[src/design/ps2md_pkg.sv]
// Shared types, codes and helpers for the PS/2 mouse packet decoder.
package ps2md_pkg;

  localparam int MAX_EV = 7;
  localparam int CNT_W  = 3;
  localparam int ADDR_W = 3;
  localparam int TDATA_W = 48;

  typedef enum logic [1:0] {
    EV_BUTTON  = 2'd0,
    EV_MOVE    = 2'd1,
    EV_SCROLL  = 2'd2,
    EV_COMMAND = 2'd3
  } ev_kind_t;

  typedef enum logic [1:0] {
    MK_UNKNOWN = 2'd0,
    MK_PLAIN   = 2'd1,
    MK_WHEEL   = 2'd2,
    MK_FIVE    = 2'd3
  } mouse_kind_t;

  localparam logic [7:0] CMD_SET_RATE = 8'hF3;
  localparam logic [7:0] CMD_IDENTIFY = 8'hF2;
  localparam logic [7:0] CMD_ENABLE   = 8'hF4;

  localparam logic [7:0] KNOCK_RATE_HI  = 8'd200;
  localparam logic [7:0] KNOCK_RATE_STD = 8'd100;
  localparam logic [7:0] KNOCK_RATE_LO  = 8'd80;

  localparam logic [7:0] ID_WHEEL = 8'h03;
  localparam logic [7:0] ID_FIVE  = 8'h04;

  localparam logic [7:0] RUN_RATE_RESET = 8'd100;

  localparam logic REG_RUN_RATE = 1'b0;

  typedef struct packed {
    ev_kind_t           kind;
    logic [2:0]         button_index;
    logic               pressed;
    logic signed [8:0]  move_x;
    logic signed [8:0]  move_y;
    logic signed [3:0]  wheel;
    logic [7:0]         device_command;
    logic [7:0]         command_argument;
    logic               has_argument;
  } ev_t;

  typedef struct packed {
    logic             load;
    logic [CNT_W-1:0] cnt;
  } ev_ctrl_t;

  function automatic ev_t cmd_ev(logic [7:0] c, logic has, logic [7:0] arg);
    ev_t e;
    e                  = '0;
    e.kind             = EV_COMMAND;
    e.device_command   = c;
    e.has_argument     = has;
    e.command_argument = has ? arg : 8'd0;
    return e;
  endfunction

endpackage

[src/design/ps2md_decode.sv]
// Mouse state registers and single-pass decode of one beat into an event list.
module ps2md_decode (
  input  logic                 clk,
  input  logic                 rst_n,
  input  logic                 consume_i,
  input  logic                 cmd_i,
  input  logic [7:0]           byte_i,
  input  logic [7:0]           run_rate_i,
  output ps2md_pkg::ev_ctrl_t  ctrl_o,
  output ps2md_pkg::ev_t       list_o [ps2md_pkg::MAX_EV]
);
  import ps2md_pkg::*;

  logic             scan_r,  scan_nxt;
  mouse_kind_t      kind_r,  kind_nxt;
  logic [4:0]       held_r,  held_nxt;
  logic [2:0]       bh_r,    bh_nxt;
  logic [7:0]       pkt_r   [4];
  logic [7:0]       pkt_nxt [4];
  logic             pkt_we;

  logic             do_knock;
  logic [7:0]       knock2;
  logic             do_enable;
  logic [1:0]       idx;
  logic [2:0]       fill;
  logic [2:0]       size;
  logic [7:0]       b3;
  logic [4:0]       buttons;
  logic [8:0]       mx;
  logic [8:0]       my;
  logic [3:0]       wh;
  logic [CNT_W-1:0] n;

  always_comb begin
    scan_nxt  = scan_r;
    kind_nxt  = kind_r;
    held_nxt  = held_r;
    bh_nxt    = bh_r;
    pkt_nxt   = pkt_r;
    pkt_we    = 1'b0;
    do_knock  = 1'b0;
    knock2    = KNOCK_RATE_STD;
    do_enable = 1'b0;
    idx       = (bh_r >= 3'd4) ? 2'd0 : bh_r[1:0];
    fill      = {1'b0, idx} + 3'd1;
    size      = (kind_r == MK_PLAIN) ? 3'd3 : 3'd4;
    b3        = 8'd0;
    buttons   = 5'd0;
    mx        = 9'd0;
    my        = 9'd0;
    wh        = 4'd0;
    n         = '0;
    for (int k = 0; k < MAX_EV; k++) begin
      list_o[k] = '0;
    end

    if (!cmd_i) begin
      scan_nxt = 1'b0;
      kind_nxt = MK_UNKNOWN;
      held_nxt = 5'd0;
      bh_nxt   = 3'd0;
      do_knock = 1'b1;
    end else if (!scan_r) begin
      bh_nxt = 3'd0;
      if (byte_i == ID_WHEEL) begin
        if (kind_r == MK_WHEEL) begin
          scan_nxt  = 1'b1;
          do_enable = 1'b1;
        end else begin
          kind_nxt = MK_WHEEL;
          do_knock = 1'b1;
          knock2   = KNOCK_RATE_HI;
        end
      end else if (byte_i == ID_FIVE) begin
        kind_nxt  = MK_FIVE;
        scan_nxt  = 1'b1;
        do_enable = 1'b1;
      end else begin
        kind_nxt  = MK_PLAIN;
        scan_nxt  = 1'b1;
        do_enable = 1'b1;
      end
    end else begin
      pkt_we       = 1'b1;
      pkt_nxt[idx] = byte_i;
      if (!pkt_nxt[0][3]) begin
        bh_nxt = 3'd0;
      end else if (fill != size) begin
        bh_nxt = fill;
      end else begin
        bh_nxt = 3'd0;
        b3     = (size == 3'd4) ? pkt_nxt[3] : 8'd0;
        if (!(kind_r == MK_FIVE && b3[7:6] != 2'b00)) begin
          buttons = {2'b00, pkt_nxt[0][2:0]};
          if (kind_r == MK_FIVE) begin
            buttons[4:3] = b3[5:4];
          end
          mx = {pkt_nxt[0][4], pkt_nxt[1]};
          my = {pkt_nxt[0][5], pkt_nxt[2]};
          wh = (kind_r == MK_WHEEL || kind_r == MK_FIVE) ? b3[3:0] : 4'd0;
          for (int i = 0; i < 5; i++) begin
            if (buttons[i] != held_r[i]) begin
              list_o[n]              = '0;
              list_o[n].kind         = EV_BUTTON;
              list_o[n].button_index = 3'(i);
              list_o[n].pressed      = buttons[i];
              n                      = n + 1'b1;
            end
          end
          held_nxt = buttons;
          if (mx != 9'd0 || my != 9'd0) begin
            list_o[n]        = '0;
            list_o[n].kind   = EV_MOVE;
            list_o[n].move_x = mx;
            list_o[n].move_y = my;
            n                = n + 1'b1;
          end
          if (wh != 4'd0) begin
            list_o[n]       = '0;
            list_o[n].kind  = EV_SCROLL;
            list_o[n].wheel = wh;
            n               = n + 1'b1;
          end
        end
      end
    end

    if (do_knock) begin
      list_o[0] = cmd_ev(CMD_SET_RATE, 1'b1, KNOCK_RATE_HI);
      list_o[1] = cmd_ev(CMD_SET_RATE, 1'b1, knock2);
      list_o[2] = cmd_ev(CMD_SET_RATE, 1'b1, KNOCK_RATE_LO);
      list_o[3] = cmd_ev(CMD_IDENTIFY, 1'b0, 8'd0);
      n         = CNT_W'(4);
    end
    if (do_enable) begin
      list_o[0] = cmd_ev(CMD_SET_RATE, 1'b1, run_rate_i);
      list_o[1] = cmd_ev(CMD_ENABLE, 1'b0, 8'd0);
      n         = CNT_W'(2);
    end

    ctrl_o.load = consume_i;
    ctrl_o.cnt  = n;
  end

  always_ff @(posedge clk) begin
    if (!rst_n) begin
      scan_r <= 1'b0;
      kind_r <= MK_UNKNOWN;
      held_r <= 5'd0;
      bh_r   <= 3'd0;
    end else if (consume_i) begin
      scan_r <= scan_nxt;
      kind_r <= kind_nxt;
      held_r <= held_nxt;
      bh_r   <= bh_nxt;
    end
  end

  always_ff @(posedge clk) begin
    if (consume_i && pkt_we) begin
      pkt_r <= pkt_nxt;
    end
  end

endmodule

[src/design/ps2md_drain.sv]
// Event list buffer and output register that hands out one event per beat.
module ps2md_drain (
  input  logic                 clk,
  input  logic                 rst_n,
  input  ps2md_pkg::ev_ctrl_t  ctrl_i,
  input  ps2md_pkg::ev_t       list_i [ps2md_pkg::MAX_EV],
  output logic                 list_free_o,
  output logic                 out_valid_o,
  input  logic                 out_ready_i,
  output ps2md_pkg::ev_t       out_ev_o,
  output logic                 out_last_o
);
  import ps2md_pkg::*;

  ev_t              list_r [MAX_EV];
  logic [CNT_W-1:0] cnt_r;
  logic [CNT_W-1:0] pos_r;
  logic             list_v_r;
  logic             out_v_r;
  ev_t              out_ev_r;
  logic             out_last_r;
  logic             take;
  logic             at_end;
  logic             fill;

  assign take        = list_v_r && (!out_v_r || out_ready_i);
  assign at_end      = (pos_r == cnt_r - 1'b1);
  assign list_free_o = !list_v_r || (take && at_end);
  assign fill        = ctrl_i.load && (ctrl_i.cnt != '0);

  always_ff @(posedge clk) begin
    if (!rst_n) begin
      list_v_r <= 1'b0;
      pos_r    <= '0;
      out_v_r  <= 1'b0;
    end else begin
      if (fill) begin
        list_v_r <= 1'b1;
        pos_r    <= '0;
      end else if (take && at_end) begin
        list_v_r <= 1'b0;
      end else if (take) begin
        pos_r <= pos_r + 1'b1;
      end
      if (take) begin
        out_v_r <= 1'b1;
      end else if (out_ready_i) begin
        out_v_r <= 1'b0;
      end
    end
  end

  always_ff @(posedge clk) begin
    if (ctrl_i.load) begin
      list_r <= list_i;
      cnt_r  <= ctrl_i.cnt;
    end
    if (take) begin
      out_ev_r   <= list_r[pos_r];
      out_last_r <= at_end;
    end
  end

  assign out_valid_o = out_v_r;
  assign out_ev_o    = out_ev_r;
  assign out_last_o  = out_last_r;

  a_load_when_free: assert property (@(posedge clk) disable iff (!rst_n)
    ctrl_i.load |-> list_free_o)
    else $error("event list overwritten before drained");

  a_pos_in_range: assert property (@(posedge clk) disable iff (!rst_n)
    list_v_r |-> (cnt_r != '0 && pos_r < cnt_r))
    else $error("drain position outside event list");

  a_cnt_bound: assert property (@(posedge clk) disable iff (!rst_n)
    ctrl_i.load |-> ctrl_i.cnt <= CNT_W'(MAX_EV))
    else $error("event count exceeds list depth");

  a_last_frees: assert property (@(posedge clk) disable iff (!rst_n)
    (take && at_end && !fill) |=> !list_v_r)
    else $error("list still marked full after final event");

endmodule

[src/design/ps2_mouse_packet_decoder_top.sv]
// Top level of the PS/2 mouse packet decoder: input stage, register port, decode, drain.
//
//  channel | ports                         | beat
//  --------+-------------------------------+----------------------------------------
//  in      | in_tvalid/in_tready/in_tdata  | one mouse byte or start request
//  out     | out_tvalid/out_tready/out_tdata| one event or command to the mouse
//  cfg     | psel/penable/pwrite/paddr     | run sample rate write or read
//
//  An input beat is decoded once the event list has drained its previous events;
//  the event list drains one event per cycle through the output register
//  while out_tready is high.
//  Reset is synchronous, active low, and returns the decoder to its power-up state.
//  A stalled output holds its beat; the input stage keeps accepting while the list has room.
module ps2_mouse_packet_decoder_top (
  input  logic                             clk,
  input  logic                             rst_n,
  input  logic                             in_tvalid,
  output logic                             in_tready,
  input  logic [7:0]                       in_tdata,   // [7:0] rx_byte
  input  logic                             in_tuser,   // [0] cmd
  output logic                             out_tvalid,
  input  logic                             out_tready,
  // [2:0] button_index, [3] pressed, [12:4] move_x, [21:13] move_y, [25:22] wheel,
  // [33:26] device_command, [41:34] command_argument, [42] has_argument
  output logic [ps2md_pkg::TDATA_W-1:0]    out_tdata,
  output logic [1:0]                       out_tuser,  // [1:0] kind
  output logic                             out_tlast,
  input  logic                             psel,
  input  logic                             penable,
  input  logic                             pwrite,
  input  logic [ps2md_pkg::ADDR_W-1:0]     paddr,
  input  logic [31:0]                      pwdata,
  output logic [31:0]                      prdata,
  output logic                             pready
);
  import ps2md_pkg::*;

  logic       in_v_r;
  logic       in_cmd_r;
  logic [7:0] in_byte_r;
  logic [7:0] run_rate_r;
  logic       consume;
  logic       list_free;
  ev_ctrl_t   ctrl;
  ev_t        list [MAX_EV];
  ev_t        out_ev;

  assign pready = 1'b1;

  always_ff @(posedge clk) begin
    if (!rst_n) begin
      run_rate_r <= RUN_RATE_RESET;
    end else if (psel && penable && pwrite && pready && paddr[2] == REG_RUN_RATE) begin
      run_rate_r <= pwdata[7:0];
    end
  end

  assign prdata = (paddr[2] == REG_RUN_RATE) ? {24'd0, run_rate_r} : 32'd0;

  assign consume   = in_v_r && list_free;
  assign in_tready = !in_v_r || consume;

  always_ff @(posedge clk) begin
    if (!rst_n) begin
      in_v_r <= 1'b0;
    end else if (in_tvalid && in_tready) begin
      in_v_r <= 1'b1;
    end else if (consume) begin
      in_v_r <= 1'b0;
    end
  end

  always_ff @(posedge clk) begin
    if (in_tvalid && in_tready) begin
      in_cmd_r  <= in_tuser;
      in_byte_r <= in_tdata;
    end
  end

  ps2md_decode u_decode (
    .clk        (clk),
    .rst_n      (rst_n),
    .consume_i  (consume),
    .cmd_i      (in_cmd_r),
    .byte_i     (in_byte_r),
    .run_rate_i (run_rate_r),
    .ctrl_o     (ctrl),
    .list_o     (list)
  );

  ps2md_drain u_drain (
    .clk         (clk),
    .rst_n       (rst_n),
    .ctrl_i      (ctrl),
    .list_i      (list),
    .list_free_o (list_free),
    .out_valid_o (out_tvalid),
    .out_ready_i (out_tready),
    .out_ev_o    (out_ev),
    .out_last_o  (out_tlast)
  );

  assign out_tuser = out_ev.kind;
  assign out_tdata = {5'd0,
                      out_ev.has_argument,
                      out_ev.command_argument,
                      out_ev.device_command,
                      out_ev.wheel,
                      out_ev.move_y,
                      out_ev.move_x,
                      out_ev.pressed,
                      out_ev.button_index};

endmodule
[config.mk]
export PLATFORM = sky130hd
export DESIGN_NAME = ps2_mouse_packet_decoder_top
export DESIGN_NICKNAME = d
export VERILOG_FILES = /design/src/design/ps2md_pkg.sv /design/src/design/ps2md_decode.sv /design/src/design/ps2md_drain.sv /design/src/design/ps2_mouse_packet_decoder_top.sv
export SDC_FILE = /design/constraint.sdc
export NUM_CORES = 1
export LEC_CHECK = 0
export ABC_CLOCK_PERIOD_IN_PS = 8100
export BUFFER_PORTS_ARGS = -buffer_cell sky130_fd_sc_hd__buf_2
export CORE_MARGIN = 10
export CORE_UTILIZATION = 60
export DETAILED_ROUTE_END_ITERATION = 6
export HOLD_SLACK_MARGIN = 0.02
export PLACE_DENSITY_LB_ADDON = 0.3
export SLEW_MARGIN = 25
export SYNTH_ARGS = -nofsm -noshare
export SYNTH_HDL_FRONTEND = slang
export SYNTH_SLANG_ARGS = --single-unit
[constraint.sdc]
create_clock -name clk -period 8.1 [get_ports clk]
set_input_delay 0.81 -clock clk [delete_from_list [all_inputs] [get_ports clk]]
set_output_delay 0.81 -clock clk [all_outputs]
set_load 0.005 [all_outputs]
==> flow_metrics.tcl, run 1 <==
set metrics [dict create \
    status "finished, final reports clean" \
    synth_top_cell_by_area "edfxtp_1" \
    syn_avg_cell_area_um2 12.2 \
    critPathMaxFanout 10 \
    critPathCaptureType "register" \
    synthDistinctLibCells 78 \
    yosys_warnings 0 \
    netlist_instances 1219 \
    period_share 0.787 \
    finalSetupViolations 0 \
    maxCapViolations 0 \
    synth_most_common_cell "edfxtp_1" \
    via_per_inst 5.91 \
    wl_per_cell_um 19.9 \
    async_flop_share 0 \
    worstSetupStartpointType "register" \
    vias 9582 \
    max_clock_freq_ghz 0.157 \
    crit_required_ps 8500 \
    top_level_ports 137 \
    ant_nets 0 \
    power_leakage_nw 5.70 \
    grt_max_degree 154 \
    cp.arrival_ps 6780 \
    ctsRootBufferMaster "clkbuf_16" \
    post_cts_buffers 0 \
    synth_edf_count 290 \
    drive_gt1_frac 0.162 \
    overflow 0 \
    vdd_drop_max_uv 159 \
    cts_buffer_depth 3 \
    area_delta_synth_final_pct 10.8 \
    yosysTopAreaCellShare 0.584 \
    dieArea_um2 31500 \
    power_mw 3.68 \
    dp_hpwl_um 20800 \
    initialDrtViolationCount 800 \
    core_um2 24400 \
    grt_pass1_wl_um 50500 \
    start_util 0.611 \
    rows 57 \
    instances_no_fill 1621 \
    grt_pass1_vias 9333 \
    hold_slack_ps 461 \
    hold_violations 0 \
    htree_levels 2 \
    layout_setup_ws_ps 1730 \
    cts-hold-fix-buffers 0 \
    antenna_found_initial 0 \
    power_per_cell_area_nw_per_um2 223 \
    dp_cells 1561 \
    die_w_um 178 \
    clock_latency_ps 520 \
    setup-tns-final_ps 0 \
    diodes 0 \
    syn_area_um2 14900 \
    die_h_um 178 \
    synth_area_leaders "edfxtp_1 (58%), nor2_1 (5.0%), mux4_2 (4.2%)" \
    startpoint "u_decode.bh_r[0]" \
    pre_cts_slack_ps 1860 \
    yosysSeqAreaShare 0.618 \
    port_buffers 79 \
    worst_hold_startpoint "run_rate_r[3]" \
    fin_skew_ps 28.3 \
    cts_resized 0 \
    regToRegStartpoint "u_decode.bh_r[0]" \
    critPathKind "reg2reg" \
    slew_violations 0 \
    fin_nets 1338 \
    relSlewSlack 0.348 \
    cts_tree "done" \
    synth_commonest_cells "edfxtp_1 (290), nor2_1 (198), nor3_1 (92)" \
    clock-sinks 315 \
    worstMarginPinSlew_ps 968 \
    wirelength_um 32300 \
    ys_seq_elements 315 \
    rsz0062_at_grt "no" \
    drc 0 \
    ys.flop_type "edfxtp_1" \
    place_congestion 0.884 \
    grt_usage 0.202 \
    path_clk_slew_ps 60 \
    first_pass_iters 5 \
    hp-class "reg2reg" \
    fin_crit_ps 6370 \
    cts_buffers 34 \
]
-- routing by layer --
| layer | up-vias | track usage | part of all wire |
|---|---|---|---|
| li1 | 4490 | - | - |
| met4 | 0 | 0.0590 | 0.019 |
| met2 | 347 | 0.336 | 0.49 |
| met3 | 46 | 0.0331 | 0.075 |
| met1 | 4699 | 0.270 | 0.42 |
| met5 | - | 0 | 0 |
-- power by group --
part	total (mW)	switching, mW	internal [mW]	leakage [nW]
logic	0.291	0.192	0.0988	2.27
registers	1.87	0.0275	1.85	2.89
clock network	1.52	0.621	0.895	0.538
total	3.68	0.840	2.84	5.70
-- critical path, stage by stage (launching register included) --
cell and delay, ps:
dfxtp_1 350, nor2b_1 310, inv_1 110, ha_1 370, mux2i_1 330, inv_1 120, ha_1 440, ha_1 590
xnor3_1 510, xnor3_2 380, inv_1 100, ha_1 280, and2_1 170, or3_1 400, a31oi_4 330, inv_1 100
ha_1 190, nand2_1 60, nor2_1 80, xnor2_1 170, or3_1 390, a31o_1 270, a211oi_1 220
-- kinds of logic after synthesis --
group	share of synthesized area
AND/OR/NAND/NOR	0.138
flip-flops	0.618
AO/OA/AOI/OAI	0.0688
buffers and inverters	0.0506
multiplexers	0.0900
XOR/XNOR	0.0227
adder cells (fa/ha/maj)	0.0118
other	0.000504
-- cell type report --
cell class              count  area [um^2]
fillers                  1740         7870
flip-flops and latches    315         9220
repair buffers             90          482
well taps                 324          405
multi-input cells         774         5090
inverters                  58          233
clock buffers              40          895
clock inverters            20          201
-- stage by stage --
step,util,cell area [um^2]
finish,0.677,16500
global route,0.677,16500
CTS,0.677,16500
detailed placement,0.632,15400
global placement,0.632,15400
floorplan,-,15000
-- state kept, by name, summed over array words and instances (netlist names) --
| name | count |
|---|---|
| u_decode.held_r | 5 |
| u_drain.out_last_o | 1 |
| in_byte_r | 8 |
| u_decode.pkt_r | 30 |
| u_drain.out_valid_o | 1 |
| in_v_r | 1 |
| u_drain.pos_r | 3 |
| u_decode.kind_r | 2 |
| u_drain.list_v_r | 1 |
| u_drain.out_ev_o | 40 |
| u_decode.bh_r | 3 |
| u_drain.cnt_r | 3 |
| run_rate_r | 8 |
| u_drain.list_r | 207 |
| in_cmd_r | 1 |
| u_decode.scan_r | 1 |
-- cell usage in the layout, fill, tap and decap left out, types with 11 or more instances in the layout --
cell type and instances:
edfxtp_1 290, nor2_1 197, nor3_1 92, a21oi_1 83, buf_2 79, nand2_1 58
inv_1 55, mux2i_1 55, clkbuf_16 35, conb_1 33, mux4_2 28, o21ai_0 24
dfxtp_1 22, ha_1 14, and2_1 12, nand2b_1 12, nor2b_1 11, mux2_2 11
-- final timing paths --
check                           to  slack, ps  depth (start not counted)
setup / recovery  u_drain.pos_r[2]       1730                         22
hold / removal       run_rate_r[3]        460                          2
setup reg to reg  u_drain.pos_r[2]       1730                         22
hold reg to reg      run_rate_r[3]        460                          2
Note: power is estimated with default switching activity, not from simulation.
==> run 2, diff against run 1 <==
ABC_CLOCK_PERIOD_IN_PS = 5480   (was 8100)
CORE_UTILIZATION = 54   (was 60)
clock period = 5.48 ns   (was 8.1 ns; I/O delays follow)
==> flow_metrics.tcl, run 2 (synthesis gave the netlist of run 1 again) <==
set metrics [dict create \
    max_clock_freq_ghz 0.194 \
    via_per_inst 5.75 \
    first_pass_iters 6 \
    ff2ff_setup_slack_ps 320 \
    hold-path-cell-count 1 \
    hp-class "in2reg" \
    wirelength_um 33300 \
    start_util 0.551 \
    wl_met2_um 16100 \
    ctsRootBufferMaster "clkbuf_16" \
    routed.top_layer "met4" \
    initialDrtViolationCount 879 \
    p_sw_frac 0.226 \
    htree_levels 2 \
    fillCellCount 2067 \
    post_cts_buffers 0 \
    top_level_ports 137 \
    regToRegStartpoint "u_decode.bh_r[0]" \
    drc 0 \
    r2r_end "u_drain.pos_r[0]" \
    startpoint "u_decode.bh_r[0]" \
    maxCapViolations 0 \
    fin_skew_ps 19.1 \
    seqPwrFrac 0.504 \
    rsz0062_at_grt "no" \
    relSlewSlack 0.364 \
    hold_end "in_byte_r[5]" \
    dpl-instance-area_um2 15700 \
    worstMarginPinSlew_ps 954 \
    vias 9615 \
    crit_required_ps 5880 \
    wl_met3_um 2390 \
    combPwrFrac 0.082 \
    port_buffers 79 \
    worstSetupStartpointType "register" \
    grt_pass1_vias 9531 \
    dp_hpwl_um 21200 \
    switchingPower_mw 1.24 \
    cts_buffer_depth 3 \
    power_leakage_nw 5.86 \
    drt-met1-wl_um 14200 \
    clock_latency_ps 510 \
    grt_pass1_wl_um 52400 \
    grt_max_degree 130 \
    critPathKind "reg2reg" \
    clock_power_share 0.414 \
    pre_cts_slack_ps 148 \
    core_um2 27000 \
    hold_violations 0 \
    vdd_drop_max_uv 181 \
    ant_nets 0 \
    fin_nets 1370 \
    setup-tns-final_ps 0 \
    die_w_um 186 \
    layout_setup_ws_ps 319 \
    antenna_found_initial 0 \
    largest-register "u_drain.list_r" \
    place_congestion 0.899 \
    cts_tree "done" \
    grt_usage 0.193 \
    overflow 0 \
    cts_buffers 35 \
    status "finished, final reports clean" \
    regArea_um2 9220 \
    worst_hold_startpoint "in_tdata[5]" \
    die_h_um 186 \
    design_area_um2 16900 \
    cp.arrival_ps 5560 \
    critPathMaxFanout 9 \
    fin_crit_ps 5160 \
    wl_per_cell_um 19.9 \
    finalSetupViolations 0 \
    largest_reg_flops 207 \
    rows 60 \
    path_clk_slew_ps 60 \
    area_delta_synth_final_pct 13.1 \
    power_per_cell_area_nw_per_um2 326 \
    drive_gt1_frac 0.186 \
    critPathCaptureType "register" \
    clock-sinks 315 \
    mostFrequentLayoutCells "edfxtp_1 (290), nor2_1 (197), nor3_1 (92), a21oi_1 (82), buf_2 (79)" \
    diodes 0 \
    slew_violations 0 \
    intPower_mw 4.26 \
    rr_worst_depth 24 \
    multi_input_area_um2 5140 \
    dieArea_um2 34600 \
    final_common_cell "edfxtp_1" \
    period_share 0.942 \
]
==> run 2: cell count changes in the layout (fill, tap and decap cells not counted), sizes merged <==
cell      change
clkinv        +2
clkinvlp      -1
clkbuf        +4
inv           -3
buf          +31
==> run 2: cell type report <==
| class | instances | area share |
|---|---|---|
| Sequential cell | 315 | 0.547 |
| Multi-Input combinational cell | 774 | 0.305 |
| Clock buffer | 44 | 0.0558 |
| Timing Repair Buffer | 121 | 0.0429 |
| Tap cell | 341 | 0.0253 |
| Inverter | 58 | 0.0133 |
| Clock inverter | 18 | 0.0108 |
==> run 2: worst max-delay path by stage <==
stage | cells after the start | endpoint | slack, ps
after detailed placement | 22 | u_drain.pos_r[0] | 150
after global routing | 24 | u_drain.pos_r[1] | 7
after floorplan | 24 | u_drain.pos_r[0] | 30
after CTS | 23 | u_drain.pos_r[0] | 110
after global placement | 22 | u_drain.list_v_r | 220
final | 24 | u_drain.pos_r[0] | 320
==> run 2: critical path, cell delays in order (launching register included) <==
cell	delay [ps]
dfxtp_1	330
nor2b_2	160
inv_1	110
ha_4	190
mux2i_2	270
inv_1	120
ha_1	320
buf_4	180
nor2_1	50
mux2_2	290
mux2i_2	190
xnor2_2	180
mux2i_1	160
ha_1	290
and2_1	180
or3_1	400
a31oi_4	210
inv_1	60
ha_1	170
nand2_1	60
nor2_1	80
xnor2_1	170
or3_1	380
a31o_1	270
a211oi_1	230
==> run 2: layer usage <==
| metal | vias up | GRT usage |
|---|---|---|
| li1 | 4555 | - |
| met1 | 4705 | 0.257 |
| met2 | 303 | 0.323 |
| met3 | 52 | 0.0301 |
| met4 | 0 | 0.0529 |
| met5 | - | 0 |
==> run 2: what timing repair did <==
action	4_1_cts	5_1_grt
hold buffers	0	0
resized for setup	0	10
hold endpoints to repair	0	0
endpoints found under the setup margin	0	19
==> run 2: metrics by stage <==
stage	cells	util	hold WS, ps	power (mW)
5_1_grt	1671	0.624	206	5.68
2_1_floorplan	1250	-	436	3.13
6_report	1671	0.624	215	5.50
3_5_place_dp	1609	0.580	449	3.26
3_3_place_gp	1609	0.580	443	3.25
4_1_cts	1671	0.622	206	5.53
==> run 2: power by group through the flow <==
stage / clock (mW) / combinational [mW] / sequential (mW)
2_1_floorplan: 0 / 0.315 / 2.82
3_3_place_gp: 0 / 0.441 / 2.81
3_5_place_dp: 0 / 0.447 / 2.82
4_1_cts: 2.31 / 0.450 / 2.77
5_1_grt: 2.41 / 0.499 / 2.78
6_report: 2.28 / 0.453 / 2.77
